File: src/rtl/assert_macros.svh
// ---------------------------------------------------------------------------
// Assertion macros shared by the scanner modules.
// Each macro expects clk_i and rst_ni in the scope where it is used.
// ---------------------------------------------------------------------------
`ifndef ASSERT_MACROS_SVH
`define ASSERT_MACROS_SVH

`ifndef NO_ASSERTIONS

// The expression holds at every clock edge outside reset.
`define SLMS_ASSERT(lbl, expr) \
  lbl: assert property (@(posedge clk_i) disable iff (!rst_ni) (expr)) \
    else $error("assertion failed: lbl");

// The consequent holds in the same cycle as the antecedent.
`define SLMS_ASSERT_IMP(lbl, ante, cons) \
  lbl: assert property (@(posedge clk_i) disable iff (!rst_ni) (ante) |-> (cons)) \
    else $error("assertion failed: lbl");

// The consequent holds in the cycle after the antecedent.
`define SLMS_ASSERT_NXT(lbl, ante, cons) \
  lbl: assert property (@(posedge clk_i) disable iff (!rst_ni) (ante) |=> (cons)) \
    else $error("assertion failed: lbl");

`else

`define SLMS_ASSERT(lbl, expr)
`define SLMS_ASSERT_IMP(lbl, ante, cons)
`define SLMS_ASSERT_NXT(lbl, ante, cons)

`endif

`endif

File: src/rtl/slms_pkg.sv
// ---------------------------------------------------------------------------
// slms_pkg
// Types, constants and helpers shared by the LED matrix scanner modules.
// ---------------------------------------------------------------------------
package slms_pkg;

  // Depth of the pattern store. It must be a power of two from 16 to 4096.
  localparam int unsigned PATTERN_DEPTH = 128;
  localparam int unsigned PatAw         = $clog2(PATTERN_DEPTH);
  localparam int unsigned WideW         = PatAw + 8;

  localparam int unsigned CfgIdxW  = 2;
  localparam int unsigned CfgDataW = 16;

  typedef enum logic [0:0] {
    OP_WRITE = 1'b0,
    OP_TICK  = 1'b1
  } op_e;

  typedef enum logic [CfgIdxW-1:0] {
    CFG_SCROLL_PERIOD = 2'd0,
    CFG_SCROLL_STEP   = 2'd1,
    CFG_LAST_OFFSET   = 2'd2
  } cfg_idx_e;

  typedef struct packed {
    logic [15:0] scroll_period;
    logic [3:0]  scroll_step;
    logic [6:0]  last_offset;
  } cfg_t;

  // One scan job handed from the front to the back.
  typedef struct packed {
    logic [7:0] pattern;
    logic [2:0] column;
  } job_t;

  // Status of the job queue seen by its producer and consumer.
  typedef struct packed {
    logic full;
    logic valid;
  } qstat_t;

  // Reduces an address modulo the (power of two) store depth.
  function automatic logic [PatAw-1:0] pat_index(input logic [7:0] addr);
    logic [WideW-1:0] wide;
    wide = WideW'(addr);
    return wide[PatAw-1:0];
  endfunction

endpackage

File: src/rtl/slms_front.sv
// ---------------------------------------------------------------------------
// slms_front
// Accepts input beats, stores pattern bytes, keeps the scroll state and
// reads the pattern for each refresh tick into a job for the back end.
// ---------------------------------------------------------------------------
`include "assert_macros.svh"

module slms_front (
  input  logic               clk_i,
  input  logic               rst_ni,
  input  slms_pkg::cfg_t     cfg_i,
  input  logic               push_i,
  output logic               full_o,
  input  logic [0:0]         opcode_i,
  input  logic [6:0]         pattern_address_i,
  input  logic [7:0]         pattern_byte_i,
  input  slms_pkg::qstat_t   qstat_i,
  output logic               job_push_o,
  output slms_pkg::job_t     job_o
);
  import slms_pkg::*;

  logic [7:0]       pattern_mem_q [PATTERN_DEPTH];
  logic [7:0]       rdata_q;
  logic [2:0]       s1_col_q;
  logic             s1_valid_q, s1_valid_d;
  logic [2:0]       col_q, col_d;
  logic [15:0]      tick_q, tick_d;
  logic [6:0]       offset_q, offset_d;

  logic             accept, is_tick, wr_en, s1_go;
  logic [15:0]      tick_inc;
  logic [7:0]       off_next;
  logic [7:0]       rd_sum;

  // A tick waiting for queue room blocks further beats.
  assign s1_go   = s1_valid_q && !qstat_i.full;
  assign full_o  = s1_valid_q && qstat_i.full;
  assign accept  = push_i && !full_o;
  assign is_tick = (op_e'(opcode_i) == OP_TICK);
  assign wr_en   = accept && !is_tick;

  always_comb begin
    tick_inc = tick_q + 16'd1;
    tick_d   = tick_inc;
    offset_d = offset_q;
    off_next = {1'b0, offset_q} + {4'b0000, cfg_i.scroll_step};
    if (tick_inc > cfg_i.scroll_period) begin
      tick_d   = 16'd0;
      offset_d = (off_next > {1'b0, cfg_i.last_offset}) ? 7'd0 : off_next[6:0];
    end
    col_d      = col_q + 3'd1;
    rd_sum     = {5'b00000, col_q} + {1'b0, offset_d};
    s1_valid_d = (accept && is_tick) || (s1_valid_q && !s1_go);
  end

  always_ff @(posedge clk_i or negedge rst_ni) begin
    if (!rst_ni) begin
      s1_valid_q <= 1'b0;
      col_q      <= 3'd0;
      tick_q     <= 16'd0;
      offset_q   <= 7'd0;
    end else begin
      s1_valid_q <= s1_valid_d;
      if (accept && is_tick) begin
        col_q    <= col_d;
        tick_q   <= tick_d;
        offset_q <= offset_d;
      end
    end
  end

  always_ff @(posedge clk_i) begin
    if (wr_en) begin
      pattern_mem_q[pat_index({1'b0, pattern_address_i})] <= pattern_byte_i;
    end
    if (accept && is_tick) begin
      rdata_q  <= pattern_mem_q[pat_index(rd_sum)];
      s1_col_q <= col_q;
    end
  end

  assign job_push_o     = s1_go;
  assign job_o.pattern  = rdata_q;
  assign job_o.column   = s1_col_q;

  `SLMS_ASSERT_NXT(a_stalled_job_holds, s1_valid_q && !s1_go,
                   s1_valid_q && $stable(rdata_q) && $stable(s1_col_q))
  `SLMS_ASSERT_IMP(a_full_only_when_busy, full_o, s1_valid_q)

endmodule

File: src/rtl/slms_queue.sv
// ---------------------------------------------------------------------------
// slms_queue
// Two-entry job queue between the front and the back end.
// ---------------------------------------------------------------------------
`include "assert_macros.svh"

module slms_queue (
  input  logic               clk_i,
  input  logic               rst_ni,
  input  logic               push_i,
  input  slms_pkg::job_t     job_i,
  input  logic               pop_i,
  output slms_pkg::job_t     job_o,
  output slms_pkg::qstat_t   qstat_o
);
  import slms_pkg::*;

  job_t       entry_q [2];
  logic       wr_ptr_q, rd_ptr_q;
  logic [1:0] count_q;
  logic       do_push, do_pop;

  assign qstat_o.full  = (count_q == 2'd2);
  assign qstat_o.valid = (count_q != 2'd0);
  assign do_push       = push_i && !qstat_o.full;
  assign do_pop        = pop_i && qstat_o.valid;
  assign job_o         = entry_q[rd_ptr_q];

  always_ff @(posedge clk_i or negedge rst_ni) begin
    if (!rst_ni) begin
      wr_ptr_q <= 1'b0;
      rd_ptr_q <= 1'b0;
      count_q  <= 2'd0;
    end else begin
      if (do_push) wr_ptr_q <= ~wr_ptr_q;
      if (do_pop)  rd_ptr_q <= ~rd_ptr_q;
      count_q <= count_q + {1'b0, do_push} - {1'b0, do_pop};
    end
  end

  always_ff @(posedge clk_i) begin
    if (do_push) entry_q[wr_ptr_q] <= job_i;
  end

  `SLMS_ASSERT(a_count_bounded, count_q != 2'd3)
  `SLMS_ASSERT_IMP(a_ptrs_match_count, count_q == 2'd0 || count_q == 2'd2,
                   wr_ptr_q == rd_ptr_q)

endmodule

File: src/rtl/slms_back.sv
// ---------------------------------------------------------------------------
// slms_back
// Shifts each job out as eight serial beats into the result register.
// ---------------------------------------------------------------------------
`include "assert_macros.svh"

module slms_back (
  input  logic               clk_i,
  input  logic               rst_ni,
  input  slms_pkg::qstat_t   qstat_i,
  input  slms_pkg::job_t     job_i,
  output logic               job_pop_o,
  output logic               empty_o,
  input  logic               pop_i,
  output logic [0:0]         serial_bit_o,
  output logic [0:0]         latch_strobe_o,
  output logic [7:0]         column_drive_o
);
  import slms_pkg::*;

  logic       busy_q, out_valid_q;
  logic [2:0] cnt_q;
  logic [7:0] sh_q;
  logic [2:0] col_q;
  logic [0:0] bit_q, latch_q;
  logic [7:0] drive_q;
  logic       out_free, emit, last, take;

  assign out_free  = !out_valid_q || pop_i;
  assign emit      = busy_q && out_free;
  assign last      = (cnt_q == 3'd7);
  assign take      = qstat_i.valid && (!busy_q || (emit && last));
  assign job_pop_o = take;

  always_ff @(posedge clk_i or negedge rst_ni) begin
    if (!rst_ni) begin
      busy_q      <= 1'b0;
      cnt_q       <= 3'd0;
      out_valid_q <= 1'b0;
    end else begin
      if (take) begin
        busy_q <= 1'b1;
        cnt_q  <= 3'd0;
      end else if (emit) begin
        if (last) busy_q <= 1'b0;
        cnt_q <= cnt_q + 3'd1;
      end
      if (emit) begin
        out_valid_q <= 1'b1;
      end else if (pop_i) begin
        out_valid_q <= 1'b0;
      end
    end
  end

  always_ff @(posedge clk_i) begin
    if (take) begin
      sh_q  <= job_i.pattern;
      col_q <= job_i.column;
    end else if (emit) begin
      sh_q <= {sh_q[6:0], 1'b0};
    end
    if (emit) begin
      bit_q   <= sh_q[7];
      latch_q <= last;
      drive_q <= last ? ~(8'h80 >> col_q) : 8'hff;
    end
  end

  assign empty_o        = !out_valid_q;
  assign serial_bit_o   = bit_q;
  assign latch_strobe_o = latch_q;
  assign column_drive_o = drive_q;

  `SLMS_ASSERT_IMP(a_latch_drives_one, out_valid_q && latch_q[0],
                   $countones(~drive_q) == 1)
  `SLMS_ASSERT_IMP(a_blank_while_shift, out_valid_q && !latch_q[0], drive_q == 8'hff)

endmodule

File: src/rtl/scrolling_led_matrix_scanner.sv
// ---------------------------------------------------------------------------
// scrolling_led_matrix_scanner
// Scans an 8x8 LED matrix with horizontal scrolling, one serial bit a beat.
// ---------------------------------------------------------------------------
// Usage. Input beats are pushed with push_i while full_o is low. A beat with
// opcode 0 stores pattern_byte_i at pattern_address_i and gives no result.
// A beat with opcode 1 is a refresh tick: it advances the tick and scroll
// state and yields eight result beats, the pattern byte most significant
// bit first, with the columns blanked; the eighth beat raises latch_strobe_o
// and drives the active column low. Results are read like a queue: while
// empty_o is low the oldest result stands on the ports and pop_i takes it.
// The first result of a tick passes the read stage, the job queue and the
// shifter; the rest follow one per cycle unless the receiver stalls. The
// one-bit-per-cycle shifter in the back end sets the tick rate. The front
// keeps accepting pattern writes and further ticks while the shifter runs,
// until its two-entry job queue and read stage fill; then full_o rises.
// When the receiver stalls, the result register holds and the shifter
// waits. Reset clears the scroll state, the column and all queues and
// restores the register defaults; the pattern store itself is not cleared
// and must be written before it is shown. The configuration channel is
// always ready and is meant to be written while the block is idle.
// ---------------------------------------------------------------------------
module scrolling_led_matrix_scanner (
  input  logic                          clk_i,
  input  logic                          rst_ni,
  input  logic                          cfg_valid_i,
  output logic                          cfg_ready_o,
  input  logic [slms_pkg::CfgIdxW-1:0]  cfg_index_i,
  input  logic [slms_pkg::CfgDataW-1:0] cfg_data_i,
  input  logic                          push_i,
  output logic                          full_o,
  input  logic [0:0]                    opcode_i,
  input  logic [6:0]                    pattern_address_i,
  input  logic [7:0]                    pattern_byte_i,
  output logic                          empty_o,
  input  logic                          pop_i,
  output logic [0:0]                    serial_bit_o,
  output logic [0:0]                    latch_strobe_o,
  output logic [7:0]                    column_drive_o
);
  import slms_pkg::*;

  cfg_t   cfg_q;
  job_t   front_job, queue_job;
  qstat_t qstat;
  logic   job_push, job_pop;

  // Configuration registers; writes to an index beyond the list are dropped.
  assign cfg_ready_o = 1'b1;

  always_ff @(posedge clk_i or negedge rst_ni) begin
    if (!rst_ni) begin
      cfg_q.scroll_period <= 16'd100;
      cfg_q.scroll_step   <= 4'd1;
      cfg_q.last_offset   <= 7'd59;
    end else if (cfg_valid_i && cfg_ready_o) begin
      case (cfg_idx_e'(cfg_index_i))
        CFG_SCROLL_PERIOD: cfg_q.scroll_period <= cfg_data_i;
        CFG_SCROLL_STEP:   cfg_q.scroll_step   <= cfg_data_i[3:0];
        CFG_LAST_OFFSET:   cfg_q.last_offset   <= cfg_data_i[6:0];
        default: ;
      endcase
    end
  end

  // The front takes beats, owns the pattern store and builds scan jobs.
  slms_front u_front (
    .clk_i             (clk_i),
    .rst_ni            (rst_ni),
    .cfg_i             (cfg_q),
    .push_i            (push_i),
    .full_o            (full_o),
    .opcode_i          (opcode_i),
    .pattern_address_i (pattern_address_i),
    .pattern_byte_i    (pattern_byte_i),
    .qstat_i           (qstat),
    .job_push_o        (job_push),
    .job_o             (front_job)
  );

  // A short queue decouples job building from shifting.
  slms_queue u_queue (
    .clk_i   (clk_i),
    .rst_ni  (rst_ni),
    .push_i  (job_push),
    .job_i   (front_job),
    .pop_i   (job_pop),
    .job_o   (queue_job),
    .qstat_o (qstat)
  );

  // The back shifts each job out into the result register.
  slms_back u_back (
    .clk_i          (clk_i),
    .rst_ni         (rst_ni),
    .qstat_i        (qstat),
    .job_i          (queue_job),
    .job_pop_o      (job_pop),
    .empty_o        (empty_o),
    .pop_i          (pop_i),
    .serial_bit_o   (serial_bit_o),
    .latch_strobe_o (latch_strobe_o),
    .column_drive_o (column_drive_o)
  );

endmodule

File: config.mk
export PLATFORM = sky130hd
export DESIGN_NAME = scrolling_led_matrix_scanner
export DESIGN_NICKNAME = d
export VERILOG_FILES = /design/src/rtl/slms_pkg.sv /design/src/rtl/slms_front.sv /design/src/rtl/slms_queue.sv /design/src/rtl/slms_back.sv /design/src/rtl/scrolling_led_matrix_scanner.sv
export VERILOG_INCLUDE_DIRS = /design/src /design/src/rtl
export SDC_FILE = /design/constraint.sdc
export NUM_CORES = 1
export LEC_CHECK = 0
export ABC_CLOCK_PERIOD_IN_PS = 6500
export BUFFER_PORTS_ARGS = -buffer_cell sky130_fd_sc_hd__buf_4
export CORE_MARGIN = 4
export CORE_UTILIZATION = 50
export CTS_CLUSTER_DIAMETER = 40
export CTS_CLUSTER_SIZE = 40
export DETAILED_ROUTE_END_ITERATION = 8
export MAX_ROUTING_LAYER = met4
export PLACE_DENSITY = 0.68
export SYNTH_ARGS = -nofsm -noshare
export SYNTH_HDL_FRONTEND = slang
export SYNTH_SLANG_ARGS = --single-unit
File: constraint.sdc
create_clock -name clk_i -period 6.5 [get_ports clk_i]
set_input_delay 1.3 -clock clk_i [delete_from_list [all_inputs] [get_ports clk_i]]
set_output_delay 1.3 -clock clk_i [all_outputs]
set_load 0.01 [all_outputs]
==> parameters.txt <==
Parameter                              Value

Status
  Status    completed

Worst setup path
  Worst-case reg-to-reg path depth    24
  Worst-path fanout max    28
  Startpoint of the worst-slack reg-to-reg timing path    u_front.tick_q[0]
  Max stage delay cell, worst path    sky130_fd_sc_hd__fa_4
  CP startpoint    u_front.tick_q[0]
  Endpoint arrival time on the critical path    ~6.6 ns
  Cells along the critical path    ha_1 -> nand2_1 -> nor2_1 -> and3_4 -> and3_1 -> and3_1 -> nand3_1 -> xnor2_1 -> ha_1 -> nand4_2 -> nor4_4 -> nand4_1 -> o31a_1 -> nand3_1 -> nand2_1 -> ha_4 -> fa_4 -> buf_6 -> buf_12 -> mux4_2 -> nand2_1 -> nand3_1 -> a311oi_4 -> nor4_2
  Data required, critical path    roughly 7 ns
  Highest cell delay on the worst timing path    around 0.9 ns
  Kind of end point of the critical path    register
  Crit Path Class    reg2reg
  Nature of the critical path startpoint    register

Logic synthesis
  Cell types with the highest counts after synthesis    1078 x sky130_fd_sc_hd__edfxtp_1, 256 x sky130_fd_sc_hd__mux4_2, 221 x sky130_fd_sc_hd__nand3_1, 218 x sky130_fd_sc_hd__nand2_1, 155 x sky130_fd_sc_hd__nor2_1
  YS warnings    0
  Cells after Synth    2474
  Dominant cell type by area after synthesis    sky130_fd_sc_hd__edfxtp_1
  Count of unique library cells instantiated by Yosys    55
  Fraction of registers with async set/reset    under 10%
  Register bit total from synthesis    roughly 1100
  Most frequently used cell type in the post-synthesis netlist    sky130_fd_sc_hd__edfxtp_1
  Dominant combinational cell family by area after synthesis    multiplexers
  Area contributors post-synth    sky130_fd_sc_hd__edfxtp_1 71%, sky130_fd_sc_hd__mux4_2 13%, sky130_fd_sc_hd__dfrtp_1 3.0%
  Multiplexer share of the synthesized area    approximately an eighth
  Area share of fa/ha/maj cells after synthesis    1.08%
  Sequential share of the synthesized area    about three quarters
  Synthesized area per cell    18.4 sq um
  Mapped Area    45400 sq um
  Synthesized Nets    roughly 2600
  Xor/xnor cell area share of the yosys netlist    0.598%
  Count of flip-flops with a built-in enable after synthesis    ~1100
  Fraction of synthesized cell area taken by the top area cell type    71.3%
  Primary FF master, synth    sky130_fd_sc_hd__edfxtp_1
  Share of synthesized cell area in and, or, nand and nor gates    roughly 6.4%
  Compound-gate portion of the synthesized area    ~2.5%

Floorplanning
  Starting density of the core    about half
  Die boundary width    around 310 um
  Num rows    110
  Top Ports    52
  Die footprint    ~96000 sq um
  Core Region    between 90000 and 100000 sq um
  Die extent in y    about 310 um

Global routing
  Antenna violations before repair    2
  Vias in the first global route    roughly 24000
  Congestion Overflow GR    0
  Largest net degree at the start of global routing    about 130
  Total global routing track utilization    roughly a quarter
  Global-route wire length before repair    ~160000 um

CTS
  Clock Latency Late Sink    ~0.74 ns
  Number of hold buffers added after cts    0
  Cell at the root of the clock tree    sky130_fd_sc_hd__clkbuf_16
  CTS clk-pin slew, worst paths    approximately 0.060 ns
  CTS tree    done
  H-Tree Depth    4
  CTS buffer count    ~140
  TritonCTS Sinks    roughly 1100
  CTS max path bufs    3

Drt
  DRT iter0 DRCs    2932
  Total number of vias    24200
  Per-cell via count in the routed design    approximately 6.2
  Wire length after detailed routing    approximately 110000 um
  Number of remaining DRC errors    0
  Residual antenna-violating net count after detailed routing    0
  Iteration count of the initial detailed-routing pass    6
  WL per Instance    ~28 um

Finish
  Fill cells    roughly 6500
  Layout Nets    about 2700
  Diode count    0
  Relative area change from synthesis to final layout    15.8%
  Fraction of final layout cells with drive strength greater than 1    roughly a quarter

Timing
  Number of setup violations in the final report    0
  Post-layout minimum cycle time    slightly above 6 ns
  Number of pins exceeding their max-slew limit in the final report    0
  Number of hold violations in the final report    0
  Share of the cycle needed by the critical path after routing    between 90% and 100%
  Fin Hold WS    ~0.44 ns
  Actual slew at the worst max-slew pin    1.03 ns
  Slew margin rel.    a little under a third
  Post-route clock skew    around 0.035 ns
  Achievable frequency    around 160 MHz

Worst hold path
  Startpoint of the tightest hold check path    u_back.sh_q[7]
  WHS Path Cells    0
  Path type of the worst min-delay path    reg2reg

Placed design
  Number of buffer cells added on primary ports    50
  Half-perimeter wire length after placement    around 64000 um
  Final weighted congestion in routability-driven placement    a little over 0.9

Power
  Leakage dissipation    approximately 17 nW
  Max VDD drop    roughly 0.61 mV
  Cell Pwr Density    ~520 nW/um^2
  Overall power after layout    about 0.027 W

Flow run
  Max-capacitance violation count    0
-- kinds of logic (layout without fill, tap and decap cells) --
group / Yosys count / in the layout
simple gates: 652 / 652
flops: 1141 / 1141
other cells: 1 / 1
buf+inv: 170 / 396
xor+xnor: 31 / 31
mux: 281 / 281
compound gates: 160 / 160
fa+ha+maj: 38 / 38
-- per-layer routing --
| layer | up-vias | share of wire [%] | GRT usage, % |
|---|---|---|---|
| met5 | - | 0 | - |
| met4 | 0 | 2.9 | 7.43 |
| met3 | 232 | 9.2 | 4.96 |
| met2 | 1240 | 48 | 36.1 |
| met1 | 12500 | 39 | 31.7 |
| li1 | 10200 | - | - |
-- critical path, delay by kind of cell, from the launching register on --
family | cells | cell delay, ns
flops | 1 | 0.40
xor+xnor | 1 | 0.16
fa+ha+maj | 4 | 1.60
mux | 1 | 0.34
simple gates | 14 | 2.24
compound gates | 2 | 0.68
buf+inv | 2 | 0.47
-- worst paths after layout --
kind	end	slack, ns
max reg2reg	u_front.rdata_q[7]	0.35
min in group asynchronous	u_front.offset_q[4]	0.68
min	u_back.serial_bit_o	0.44
min reg2reg	u_back.serial_bit_o	0.44
max in group asynchronous	cfg_q[10]	5.29
max	u_front.rdata_q[7]	0.35
-- cell type report --
cell class,count,area [sq um],area share (%)
Inverter,33,124,0.235
Timing Repair Buffer,113,1130,2.15
Multi-Input combinational cell,1163,11200,21.3
Clock buffer,149,3490,6.64
Tap cell,1176,1470,2.80
Clock inverter,101,1250,2.37
Sequential cell,1141,34000,64.5
-- stage by stage --
step / cell area (sq um) / instances / TNS, ns / utilization (%) / setup WS [ns]
finish: 52600 / 3876 / 0 / 58.5 / 0.350
floorplan: 45400 / 2474 / 0 / - / 0.448
detailed placement: 47500 / 3622 / -1.61 / 52.7 / -0.356
CTS: 52300 / 3872 / -0.0147 / 58.1 / -0.0129
global placement: 47500 / 3622 / -0.0245 / 52.7 / -0.0245
global route: 52600 / 3876 / -0.0888 / 58.5 / -0.0430
-- report_power, final --
group / switching, W / internal [W]
clock network: 0.00321 / 0.00465
registers: 0.000159 / 0.00831
logic: 0.00649 / 0.00465
-- layout by cell type, fill, tap and decap left out, types with 7 or more instances in the layout --
cell                         synthesis  layout
sky130_fd_sc_hd__edfxtp_1         1078    1078
sky130_fd_sc_hd__a311oi_2            1      18
sky130_fd_sc_hd__inv_6               0      24
sky130_fd_sc_hd__clkinv_8            0      10
sky130_fd_sc_hd__nand3_1           221     217
sky130_fd_sc_hd__ha_1               36      35
sky130_fd_sc_hd__and3_1              8       7
sky130_fd_sc_hd__mux4_2            256     256
sky130_fd_sc_hd__xor2_1             15      12
sky130_fd_sc_hd__inv_1              31      31
sky130_fd_sc_hd__mux2_2             16      16
sky130_fd_sc_hd__a41oi_1            32      31
sky130_fd_sc_hd__clkinvlp_4          0      10
sky130_fd_sc_hd__xnor2_1            16      13
sky130_fd_sc_hd__a311oi_1           31      10
sky130_fd_sc_hd__nor2b_1            12      12
sky130_fd_sc_hd__bufinv_16           0      16
sky130_fd_sc_hd__clkinv_2            0      18
sky130_fd_sc_hd__clkbuf_16           0     141
sky130_fd_sc_hd__mux2i_1             9       9
sky130_fd_sc_hd__a21oi_1            26      25
sky130_fd_sc_hd__nor4_1              8       7
sky130_fd_sc_hd__dfrtp_1            54      54
sky130_fd_sc_hd__dfstp_2             9       9
sky130_fd_sc_hd__clkinv_4            0       9
sky130_fd_sc_hd__o21ai_0            41      41
sky130_fd_sc_hd__buf_12              0      13
sky130_fd_sc_hd__clkbuf_1          123      11
sky130_fd_sc_hd__nand2_1           218     212
sky130_fd_sc_hd__nor2_1            155     155
sky130_fd_sc_hd__buf_4               1      92
-- state kept, by name, indices dropped and copies added (netlist names), 2 cells and up --
signal	flops
u_front.pattern_mem_q	1024
cfg_q	27
u_queue.entry_q	22
u_front.tick_q	16
u_back.column_drive_o	8
u_back.sh_q	8
u_front.rdata_q	8
u_front.offset_q	7
u_back.cnt_q	3
u_back.col_q	3
u_front.col_q	3
u_front.s1_col_q	3
u_queue.count_q	2
-- timing repair --
action,4_1_cts,5_1_grt
pin swaps,0,12
cloned,0,3
buffers inserted,0,1
endpoints found under the setup margin,8,8
gates resized for setup,12,39
No activity file was read; power rests on OpenSTA's default activity.
